File: config.mk
export PLATFORM = sky130hd
export DESIGN_NAME = rhh_ctrl
export DESIGN_NICKNAME = d
export VERILOG_FILES = /design/src/rtl/core/rhh_pkg.sv /design/src/rtl/core/rhh_ctrl.sv
export SDC_FILE = /design/constraint.sdc
export NUM_CORES = 1
export LEC_CHECK = 0
export ABC_AREA = 0
export BUFFER_PORTS_ARGS = -buffer_cell sky130_fd_sc_hd__buf_2
export CAP_MARGIN = 20
export CORE_MARGIN = 2
export CORE_UTILIZATION = 46
export CTS_CLUSTER_DIAMETER = 30
export DETAILED_ROUTE_END_ITERATION = 8
export PLACE_DENSITY = 0.7
export SLEW_MARGIN = 20
export SYNTH_ARGS = -nofsm -noshare
export SYNTH_HDL_FRONTEND = slang
export SYNTH_SLANG_ARGS = --single-unit
File: constraint.sdc
create_clock -name clk -period 1.4 [get_ports clk]
set_input_delay 0.07 -clock clk [delete_from_list [all_inputs] [get_ports clk]]
set_output_delay 0.07 -clock clk [all_outputs]
set_load 0.01 [all_outputs]
File: src/rtl/core/rhh_pkg.sv
// Package for the Robin Hood hash table: sizes, op and status codes,
// controller states and the command/status structs between controller and datapath.
// No dependencies.
package rhh_pkg;

	localparam int SLOTS     = 1024;
	localparam int IDX_W     = $clog2(SLOTS);
	localparam int DIST_W    = IDX_W;
	localparam int CNT_W     = IDX_W + 1;
	localparam int META_W    = DIST_W + 1;
	localparam int LIM_W     = 9;
	localparam int FILL_SH   = 8;
	localparam int FULL_W    = CNT_W + LIM_W + 1;
	localparam logic [63:0] HASH_MUL = 64'h9e3779b97f4a7c15;
	localparam logic [LIM_W-1:0] LOAD_RESET = LIM_W'(192);

	localparam logic [1:0] OP_GET   = 2'd0;
	localparam logic [1:0] OP_SET   = 2'd1;
	localparam logic [1:0] OP_DEL   = 2'd2;
	localparam logic [1:0] OP_CLEAR = 2'd3;

	localparam logic [1:0] RS_FOUND    = 2'd0;
	localparam logic [1:0] RS_INSERTED = 2'd1;
	localparam logic [1:0] RS_MISSING  = 2'd2;
	localparam logic [1:0] RS_FULL     = 2'd3;

	typedef enum logic [3:0] {
		S_CLR, S_IDLE, S_LK_RD, S_LK_EV, S_DL_RD, S_DL_EV, S_IN_RD, S_IN_EV, S_RESP
	} state_t;

	typedef enum logic [3:0] {
		A_NONE, A_LOAD, A_STEP, A_SET_UPD, A_INS_START, A_INS_PLACE, A_INS_SWAP,
		A_DEL_START, A_DEL_MOVE, A_DEL_END, A_CLR_STEP
	} dp_act_t;

	typedef struct packed {
		dp_act_t    act;
		logic       out_load;
		logic [1:0] out_status;
		logic       out_hit;
	} cmd_t;

	typedef struct packed {
		logic rd_valid;
		logic key_match;
		logic dist_gt;
		logic dist_zero;
		logic n_last;
		logic clr_last;
		logic full;
	} stat_t;

endpackage

File: src/rtl/core/rhh_ctrl.sv
// Controller of the hash table: sequences lookup, insert, delete and clear
// over the datapath and runs both handshakes.
// Depends on rhh_pkg.
module rhh_ctrl (
	input  logic           clk,
	input  logic           arst_n,
	input  logic           in_valid,
	output logic           in_ready,
	input  logic [1:0]     op,
	output logic           out_valid,
	input  logic           out_ready,
	input  rhh_pkg::stat_t stat,
	output rhh_pkg::cmd_t  cmd
);
	import rhh_pkg::*;

	state_t     state_q, state_d;
	logic [1:0] op_q, resp_q, resp_d;
	logic       hit_q, hit_d, set_resp;
	logic       clr_op_q, out_valid_q, out_fire;

	always_ff @(posedge clk or negedge arst_n) begin
		if (!arst_n) begin
			state_q     <= S_CLR;
			op_q        <= OP_GET;
			resp_q      <= RS_FOUND;
			hit_q       <= 1'b0;
			clr_op_q    <= 1'b0;
			out_valid_q <= 1'b0;
		end else begin
			state_q <= state_d;
			if (in_valid && in_ready) begin
				op_q     <= op;
				clr_op_q <= op == OP_CLEAR;
			end
			if (set_resp) begin
				resp_q <= resp_d;
				hit_q  <= hit_d;
			end
			if (out_fire) out_valid_q <= 1'b1;
			else if (out_ready) out_valid_q <= 1'b0;
		end
	end

	always_comb begin
		state_d  = state_q;
		cmd      = '{act: A_NONE, out_load: 1'b0, out_status: resp_q, out_hit: hit_q};
		in_ready = 1'b0;
		out_fire = 1'b0;
		set_resp = 1'b0;
		resp_d   = RS_FOUND;
		hit_d    = 1'b0;
		unique case (state_q)
			S_CLR: begin
				cmd.act = A_CLR_STEP;
				if (stat.clr_last) begin
					state_d  = clr_op_q ? S_RESP : S_IDLE;
					set_resp = 1'b1;
				end
			end
			S_IDLE: begin
				in_ready = 1'b1;
				if (in_valid) begin
					cmd.act = A_LOAD;
					state_d = (op == OP_CLEAR) ? S_CLR : S_LK_RD;
				end
			end
			S_LK_RD: state_d = S_LK_EV;
			S_LK_EV: begin
				if (stat.rd_valid && stat.key_match) begin
					set_resp = 1'b1;
					unique case (op_q)
						OP_GET: begin hit_d = 1'b1; state_d = S_RESP; end
						OP_SET: begin cmd.act = A_SET_UPD; state_d = S_RESP; end
						OP_DEL: begin cmd.act = A_DEL_START; state_d = S_DL_RD; end
						default: state_d = S_RESP;
					endcase
				end else if (!stat.rd_valid || stat.dist_gt || stat.n_last) begin
					set_resp = 1'b1;
					if (op_q != OP_SET) begin
						resp_d  = RS_MISSING;
						state_d = S_RESP;
					end else if (stat.full) begin
						resp_d  = RS_FULL;
						state_d = S_RESP;
					end else begin
						resp_d  = RS_INSERTED;
						cmd.act = A_INS_START;
						state_d = S_IN_RD;
					end
				end else begin
					cmd.act = A_STEP;
					state_d = S_LK_RD;
				end
			end
			S_DL_RD: state_d = S_DL_EV;
			S_DL_EV: begin
				// stop the back shift at an empty slot, a word at its home or the last probe
				if (!stat.rd_valid || stat.dist_zero || stat.n_last) begin
					cmd.act = A_DEL_END;
					state_d = S_RESP;
				end else begin
					cmd.act = A_DEL_MOVE;
					state_d = S_DL_RD;
				end
			end
			S_IN_RD: state_d = S_IN_EV;
			S_IN_EV: begin
				state_d = S_IN_RD;
				if (!stat.rd_valid) begin
					cmd.act = A_INS_PLACE;
					state_d = S_RESP;
				end else if (stat.dist_gt) begin
					cmd.act = A_INS_SWAP;
				end else begin
					cmd.act = A_STEP;
				end
			end
			S_RESP: begin
				// hold until the result register is free
				if (!out_valid_q || out_ready) begin
					cmd.out_load = 1'b1;
					out_fire     = 1'b1;
					state_d      = S_IDLE;
				end
			end
			default: state_d = S_IDLE;
		endcase
	end

	assign out_valid = out_valid_q;

	a_no_accept_in_clear: assert property (@(posedge clk) disable iff (!arst_n)
		state_q == S_CLR |-> !in_ready)
		else $error("input accepted during clear sweep");

	a_result_from_resp: assert property (@(posedge clk) disable iff (!arst_n)
		$rose(out_valid_q) |-> $past(state_q) == S_RESP)
		else $error("result raised outside response state");

	a_lookup_starts: assert property (@(posedge clk) disable iff (!arst_n)
		(state_q == S_IDLE && in_valid && op != OP_CLEAR) |=> state_q == S_LK_RD)
		else $error("accepted word did not start a lookup");

endmodule

Word-level counts from Yosys, hierarchy flattened --
Index checks and enable logic that the tools add are counted.
Word-level totals: register bits 11, logic and storage cells 74
Cells by class: equality and inequality tests 15, reduce and logical (&&, ||, !) cells 13, multiplexer cells 40
Operators by type and width (count):
- $mux W4 | 13
- $pmux W4 S9 | 1
- $pmux W4 S5 | 1
- $eq A4 B3 Y1 const B | 4
- $mux W1 | 13
- $mux W2 | 6
- $mux W3 | 4
- $eq A4 B2 Y1 const B | 2
- $ne A2 B2 Y1 const B | 3
- $pmux W3 S2 | 1
- $logic_or A1 B1 Y1 | 5
- $eq A2 B2 Y1 const B | 2
- $eq A4 B1 Y1 const B | 1
- $eq A4 B4 Y1 const B | 1
- $logic_not A4 Y1 | 1
- $reduce_and A3 Y1 | 1
- $eq A2 B1 Y1 const B | 1
- $logic_and A1 B1 Y1 | 2
- $logic_not A1 Y1 | 2
- $logic_not A2 Y1 | 1
- $ne A2 B1 Y1 const B | 1
- $pmux W1 S2 | 1
- $reduce_bool A2 Y1 | 1

Logic depth before layout (Yosys ltp) --
Gate-level depths: netlist of run 1.
word-level depth 6, mapped depth 6

Worst setup path after synthesis of run 1 --
Ideal clock, no wire load.
path kind flip-flop to flip-flop, start point reg state_q[1], end point reg op_q[0], arrival time 1271 ps, cell stages (with the launch flop) 4, required time 1275 ps, library setup time 125 ps, path slack 5 ps, cell sequence dfrtp_1 -> nor4b_2 -> nand2_1 -> mux2_2
Between the ends: longest elaborated chain between the ends 3
Ends and longest elaborated chain:
- from (decl) | RTL line rhh_ctrl.sv:17 | state_t state_q, state_d;
- from (signal assigned) | RTL line rhh_ctrl.sv:31 | state_q <= state_d;
- $eq A4 B1 Y1 | RTL line rhh_ctrl.sv:53 | unique case (state_q)
- $mux W1 | RTL line rhh_ctrl.sv:53
- via in_ready | RTL line rhh_ctrl.sv:8 | output logic in_ready,
- $logic_and A1 B1 Y1 | RTL line rhh_ctrl.sv:32 | if (in_valid && in_ready) begin
- to (signal assigned) | RTL line rhh_ctrl.sv:33 | op_q <= op;
- to (decl) | RTL line rhh_ctrl.sv:18 | logic [1:0] op_q, resp_q, resp_d;
The timed path passes the listed nets, and every way through them passes these cells. A chain may end at the register's enable or synchronous reset.

==> out/qor.csv, run 1 <==
stage,metric,value,unit
sta,Tmin final,1.59,ns
pwr,Sw Pwr,0.00106,W
routing,Post-route DRC,0,
pwr,Clk pwr share,8.2,%
sta,Max Freq,0.631,GHz
logic_synthesis,synth cell count leaders,"dfrtp_1, nand2_1, nand2b_1, o21ai_0, nor2_1",
hold_path,worst hold path type,input port to flop,
setup_path,Critical Path Fanout Max,5,
logic_synthesis,Yosys top cell by area,dfrtp_1,
floorplan,Rows,15,
logic_synthesis,"EDFF count, synth",0,
logic_synthesis,register area share after synthesis,32.2,%
cts,Num CTS Buffers,3,
setup_path,CP arrival,1.52,ns
logic_synthesis,top-count cell post-synth,dfrtp_1,
pwr,Int Power,0.00151,W
setup_path,worst endpoint required time,1.33,ns
routing,routed wire length,2530,um
logic_synthesis,async set-reset flop share out of synthesis,100,%
finish,Ant. Diodes,0,
setup_path,CP startpoint kind,flop,
run,MaxCap Viol Count,0,
logic_synthesis,Synth area leaders,"dfrtp_1, ha_1, nand2b_1, nand2_1, o21ai_0",
global_routing,Congestion Overflow GR,0,
cts,clock sinks,11,
sta,Final period util,113,%
placed_design,gpl congestion,0.859,
finish,fillcell total,119,
finish,layout overhead on the synthesized area,58.3,%
cts,CTS Root Cell,clkbuf_4,
floorplan,Die Wd,47.1,um
cts,clock buffer depth,2,
sta,max-slew violation count,0,
sta,final hold vios,0,
finish,Nets,161,
placed_design,PortBufs,22,
cts,H-tree lvl count,1,
logic_synthesis,Yosys reg bits,11,
pwr,peak supply drop,1.10,mV
status,failing checks,negative setup slack,
global_routing,first-pass GRT wire length,3660,um
pwr,Logic pwr share,70.6,%
sta,Final Skew,0.00373,ns
routing,Via Count,924,
floorplan,I/O Pins,23,
floorplan,core area,0.00175,mm2
global_routing,pin count of the biggest net entering global routing,12,
logic_synthesis,Unique masters post-synth,42,
pwr,Seq pwr share,21.2,%
sta,final setup TNS,-1.21,ns
floorplan,total die area,0.00222,mm2
sta,worst-margin pin slew,0.465,ns
placed_design,placed instance area,0.00107,mm2
cts,clk slew on worst S/H paths,0.07,ns
setup_path,Crit Path Class,flop to output pin,
sta,RSZ-0062 raised after global routing,true,
cts,CTS tree,built,
logic_synthesis,Synthesis Warnings,0,
logic_synthesis,Mapped Area,855,um2
placed_design,DP Cell Count,153,
global_routing,GR Util All Layers,23.4,%
routing,Via density,5.50,
pwr,static leakage,0.639,nW
sta,setup violators final,13,
floorplan,Die Y,47.1,um
finish,share of cells above drive strength 1,57.3,%
setup_path,CP endpoint kind,output pin,
logic_synthesis,top cell type's share of synthesized area,32.2,%
logic_synthesis,syn nets,114,
sta,Max-slew headroom,68.7,%
logic_synthesis,Synth Flop Type,dfrtp_1,
routing,drt first pass iters,4,
routing,Post-DRT Antenna Nets,0,
placed_design,Detail Placement HPWL,1650,um
status,outcome,"finished, violations left",
finish,design area,0.00135,mm2
cts,worst skew pair latency,0.26,ns
pwr,Sw Share,41.3,%
logic_synthesis,post-synthesis area per instance,8.81,um2
pwr,power density relative to cell area,1910,mW/mm2
logic_synthesis,Synth Instances,97,
floorplan,starting density of the core,49.0,%
global_routing,antenna violations before repair,0,
sta,PnR worst setup slack,-0.185,ns
routing,Iter 0 DRT Violations,28,
routing,Routed wire per std cell,15.0,um
finish,final cell count without fillers,168,
global_routing,vias in the first global route,878,
-- path summary, 6_finish.rpt --
path                            start    endpoint  slack (ns)  cells past startpoint
max                        state_q[2]      cmd[4]       -0.19                      5
min                          in_valid  state_q[0]        0.04                      2
max reg2reg                state_q[1]  state_q[3]       -0.13                      5
min reg2reg                     hit_q       hit_q        0.51                      1
max in group asynchronous      arst_n  state_q[3]        0.97                      2
min in group asynchronous      arst_n       hit_q        0.21                      2
-- per-layer routing --
| layer | GRT usage [%] | wire (um) | part of all wire (%) | up-vias |
|---|---|---|---|---|
| li1 | - | - | - | 446 |
| met1 | 28.4 | 1010 | 40 | 445 |
| met2 | 42.5 | 1420 | 56 | 31 |
| met3 | 3.46 | 80 | 3.2 | 2 |
| met4 | 7.22 | 16 | 0.63 | 0 |
| met5 | 0 | 0 | 0 | - |
-- power by group through the flow --
stage | registers (W) | logic (W) | clock network [W]
4_1_cts | 0.000534 | 0.00167 | 0.000216
3_3_place_gp | 0.000559 | 0.00121 | 0
6_report | 0.000547 | 0.00182 | 0.000212
3_5_place_dp | 0.000563 | 0.00123 | 0
2_1_floorplan | 0.000533 | 0.000806 | 0
5_1_grt | 0.000554 | 0.00197 | 0.000231
-- metrics by stage --
| stage | hold WS [ns] | utilization (%) | total power [W] | setup WS, ns |
|---|---|---|---|---|
| floorplan | -0.226 | - | 0.00134 | 0.00472 |
| global placement | -0.0535 | 61.2 | 0.00177 | -0.0277 |
| detailed placement | -0.0505 | 61.2 | 0.00179 | -0.0695 |
| CTS | 0.0221 | 74.3 | 0.00242 | -0.130 |
| global route | 0.0454 | 77.5 | 0.00275 | -0.244 |
| finish | 0.0430 | 77.5 | 0.00258 | -0.185 |
-- flip-flops by register name, indices dropped and copies added, names as in the netlist --
signal,cells
clr_op_q,1
hit_q,1
op_q,2
out_valid,1
resp_q,2
state_q,4
-- kinds of logic after synthesis --
| logic type | Yosys count | synth area share (%) |
|---|---|---|
| and+or+nand+nor | 37 | 26.2 |
| AOI/OAI and AO/OA | 29 | 22.7 |
| buffers and inverters | 12 | 8.20 |
| DFF | 11 | 32.2 |
| adders and majority gates | 4 | 5.86 |
| muxes | 3 | 3.81 |
| xor gates and xnor gates | 1 | 1.03 |
-- cell type report --
cell class | instances | area, um2 | area share [%]
repair buffers | 50 | 373 | 27.6
clock buffers | 4 | 26.3 | 1.94
inverters | 4 | 15.0 | 1.11
flip-flops and latches | 11 | 280 | 20.7
well taps | 25 | 31.3 | 2.31
multi-input cells | 74 | 627 | 46.3
-- critical path, stage by stage (launching register included) --
cell and delay (ns):
dfrtp_2 0.44, and4bb_2 0.36, and3_4 0.20, a22oi_2 0.06, nand2_1 0.08, buf_2 0.12
-- cells in the final DEF (no fill, tap or decap), drive strengths merged, types with 3 or more instances in the layout --
master,netlist,final
a21oi,5,5
a31oi,4,4
buf,7,49
clkbuf,1,4
dfrtp,11,11
ha,4,4
inv,4,4
nand2,9,9
nand2b,6,6
nor2,5,5
nor2b,3,3
o21ai,7,7
-- timing repair --
item,CTS,global route
hold buffers,1,0
pin swaps,15,12
setup buffers,9,1
resized for setup,29,13
endpoints found under the hold margin,11,0
setup endpoints to repair,9,15
Note: power is estimated with default switching activity, not from simulation.
==> inputs of run 2 (changes only) <==
--- a/config.mk
+++ b/config.mk
@@ -9,10 +9,11 @@
 export BUFFER_PORTS_ARGS = -buffer_cell sky130_fd_sc_hd__buf_2
 export CAP_MARGIN = 20
 export CORE_MARGIN = 2
-export CORE_UTILIZATION = 46
+export CORE_UTILIZATION = 55
 export CTS_CLUSTER_DIAMETER = 30
 export DETAILED_ROUTE_END_ITERATION = 8
-export PLACE_DENSITY = 0.7
+export PLACE_DENSITY = 0.79
+export SKIP_CTS_REPAIR_TIMING = 1
 export SLEW_MARGIN = 20
 export SYNTH_ARGS = -nofsm -noshare
 export SYNTH_HDL_FRONTEND = slang
==> constraint.sdc (replaced) <==
create_clock -name clk -period 2.05 [get_ports clk]
set_input_delay 0.1025 -clock clk [delete_from_list [all_inputs] [get_ports clk]]
set_output_delay 0.1025 -clock clk [all_outputs]
set_load 0.01 [all_outputs]
==> run 2 against run 1 <==
Against the previous run:
- the flow now finishes without violations
- sequential share of layout area up 7.8 points
- clock power is 32% lower
- critical endpoint unchanged
- design area fell by 29%
- cell count is 21% lower
- non-clock buffer count decreased by 27
- highest routed layer unchanged
- sequential cell count unchanged
- largest cell class unchanged
==> out/qor.csv, run 2 (same netlist as run 1, synthesis figures left out) <==
stage,metric,value,unit
status,outcome,"complete, no violations",
cts,clock buffer depth,2,
finish,fillcell total,132,
cts,CTS tree,built,
finish,Nets,134,
sta,PnR worst setup slack,0.149,ns
cts,H-tree lvl count,1,
sta,worst-margin pin slew,0.483,ns
sta,hold slack final,0.0711,ns
sta,Final Skew,0.00166,ns
sta,RSZ-0062 raised after global routing,false,
pwr,power density relative to cell area,1250,mW/mm2
global_routing,first-pass GRT wire length,2910,um
finish,most frequent cells in the layout,"buf_2, dfrtp_1, nand2_1, nand2b_1, o21ai_0",
sta,final setup TNS,0,ns
placed_design,gpl congestion,0.840,
floorplan,core area,0.00149,mm2
setup_path,r2r setup slk,0.50,ns
finish,layout overhead on the synthesized area,13.0,%
sta,setup violators final,0,
sta,Max Freq,0.526,GHz
cts,worst skew pair latency,0.26,ns
finish,Top reg by flops,state_q,
finish,"most common cell after layout, fill and taps aside",buf_2,
floorplan,Die Y,43.4,um
placed_design,placed instance area,930,um2
routing,Via density,5.87,
setup_path,reg-to-reg critical path startpoint,state_q[0],
floorplan,Die Wd,43.4,um
placed_design,PortBufs,22,
pwr,static leakage,0.470,nW
setup_path,worst endpoint required time,1.95,ns
routing,Routed wire per std cell,13.3,um
finish,number of flip-flops in the largest register,4,
global_routing,pin count of the biggest net entering global routing,19,
global_routing,antenna violations before repair,0,
routing,routed wire length,1760,um
setup_path,Worst Setup EP,cmd[4],
routing,Post-route DRC,0,
floorplan,total die area,0.00188,mm2
cts,CTS Root Cell,clkbuf_4,
floorplan,I/O Pins,23,
finish,registers with the most flip-flops,"state_q (4), op_q (2), resp_q (2)",
placed_design,Post-Place Worst Slack,0.446,ns
routing,Iter 0 DRT Violations,13,
hold_path,worst hold path type,input port to flop,
finish,final cell count without fillers,132,
setup_path,Critical Path Fanout Max,18,
routing,Post-DRT Antenna Nets,0,
setup_path,Crit. Startpoint,state_q[0],
sta,Tmin final,1.90,ns
hold_path,Hold Crit Start,in_valid,
finish,Ant. Diodes,0,
routing,Via Count,775,
cts,clock sinks,11,
setup_path,CP startpoint kind,flop,
floorplan,Rows,14,
global_routing,GR Util All Layers,20.3,%
placed_design,Detail Placement HPWL,1330,um
routing,drt first pass iters,4,
setup_path,R2R depth,3,
finish,design area,966,um2
finish,area of the multi-input gates,509,um2
sta,Final period util,92.7,%
sta,max-slew violation count,0,
global_routing,vias in the first global route,672,
pwr,peak supply drop,0.747,mV
floorplan,starting density of the core,57.4,%
cts,Num CTS Buffers,3,
sta,Max-slew headroom,67.8,%
finish,share of cells above drive strength 1,28.4,%
cts,clk slew on worst S/H paths,0.07,ns
sta,final hold vios,0,
placed_design,DP Cell Count,127,
global_routing,Congestion Overflow GR,0,
setup_path,CP endpoint kind,output pin,
setup_path,CP arrival,1.80,ns
setup_path,Crit Reg-Reg Endpoint,op_q[1],
setup_path,Crit Path Class,flop to output pin,
run,MaxCap Viol Count,0,
finish,storage element area,275,um2
==> run 2: cell count changes in the layout (fill, tap and decap cells not counted), sizes merged <==
| cell | before | now |
|---|---|---|
| buf | 49 | 22 |
==> run 2: area by class of cell <==
type,count,share of cell area [%]
multi-input cells,74,52.7
flip-flops and latches,11,28.5
repair buffers,23,12.4
clock buffers,4,2.72
well taps,16,2.07
inverters,4,1.55
==> run 2: how the worst min path moves through the flow <==
stage                       to  slack (ns)  depth (start not counted)
floorplan             clr_op_q       -0.19                          0
global placement    state_q[0]       -0.02                          1
detailed placement  state_q[0]       -0.02                          1
CTS                 state_q[2]       -0.30                          1
global route        state_q[0]        0.06                          2
finish              state_q[0]        0.07                          2
==> run 2: where the power goes <==
| group | switching (W) | internal [W] |
|---|---|---|
| logic | 0.000320 | 0.000304 |
| clock network | 0.0000689 | 0.0000751 |
| registers | 0.000140 | 0.000300 |
| total | 0.000528 | 0.000679 |
==> run 2: through the flow <==
| stage | power (W) | util (%) |
|---|---|---|
| 2_1_floorplan | 0.000914 | - |
| 3_3_place_gp | 0.00105 | 62.4 |
| 4_1_cts | 0.00121 | 64.2 |
| 6_report | 0.00121 | 64.9 |
| 5_1_grt | 0.00131 | 64.9 |
| 3_5_place_dp | 0.00106 | 62.4 |
==> run 2: metal layers <==
| layer | GRT usage (%) | vias to the layer above | part of all wire, % |
|---|---|---|---|
| li1 | - | 396 | - |
| met1 | 30.5 | 357 | 48 |
| met2 | 31.3 | 20 | 47 |
| met3 | 2.50 | 2 | 3.9 |
| met4 | 5.45 | 0 | 0.57 |
| met5 | 0 | - | 0 |
==> run 2: critical path: stages (launching register included) <==
cell      delay [ns]
dfrtp_1         0.56
and4bb_2        0.39
and3_2          0.24
a22oi_1         0.15
nand2_1         0.07
buf_2           0.14
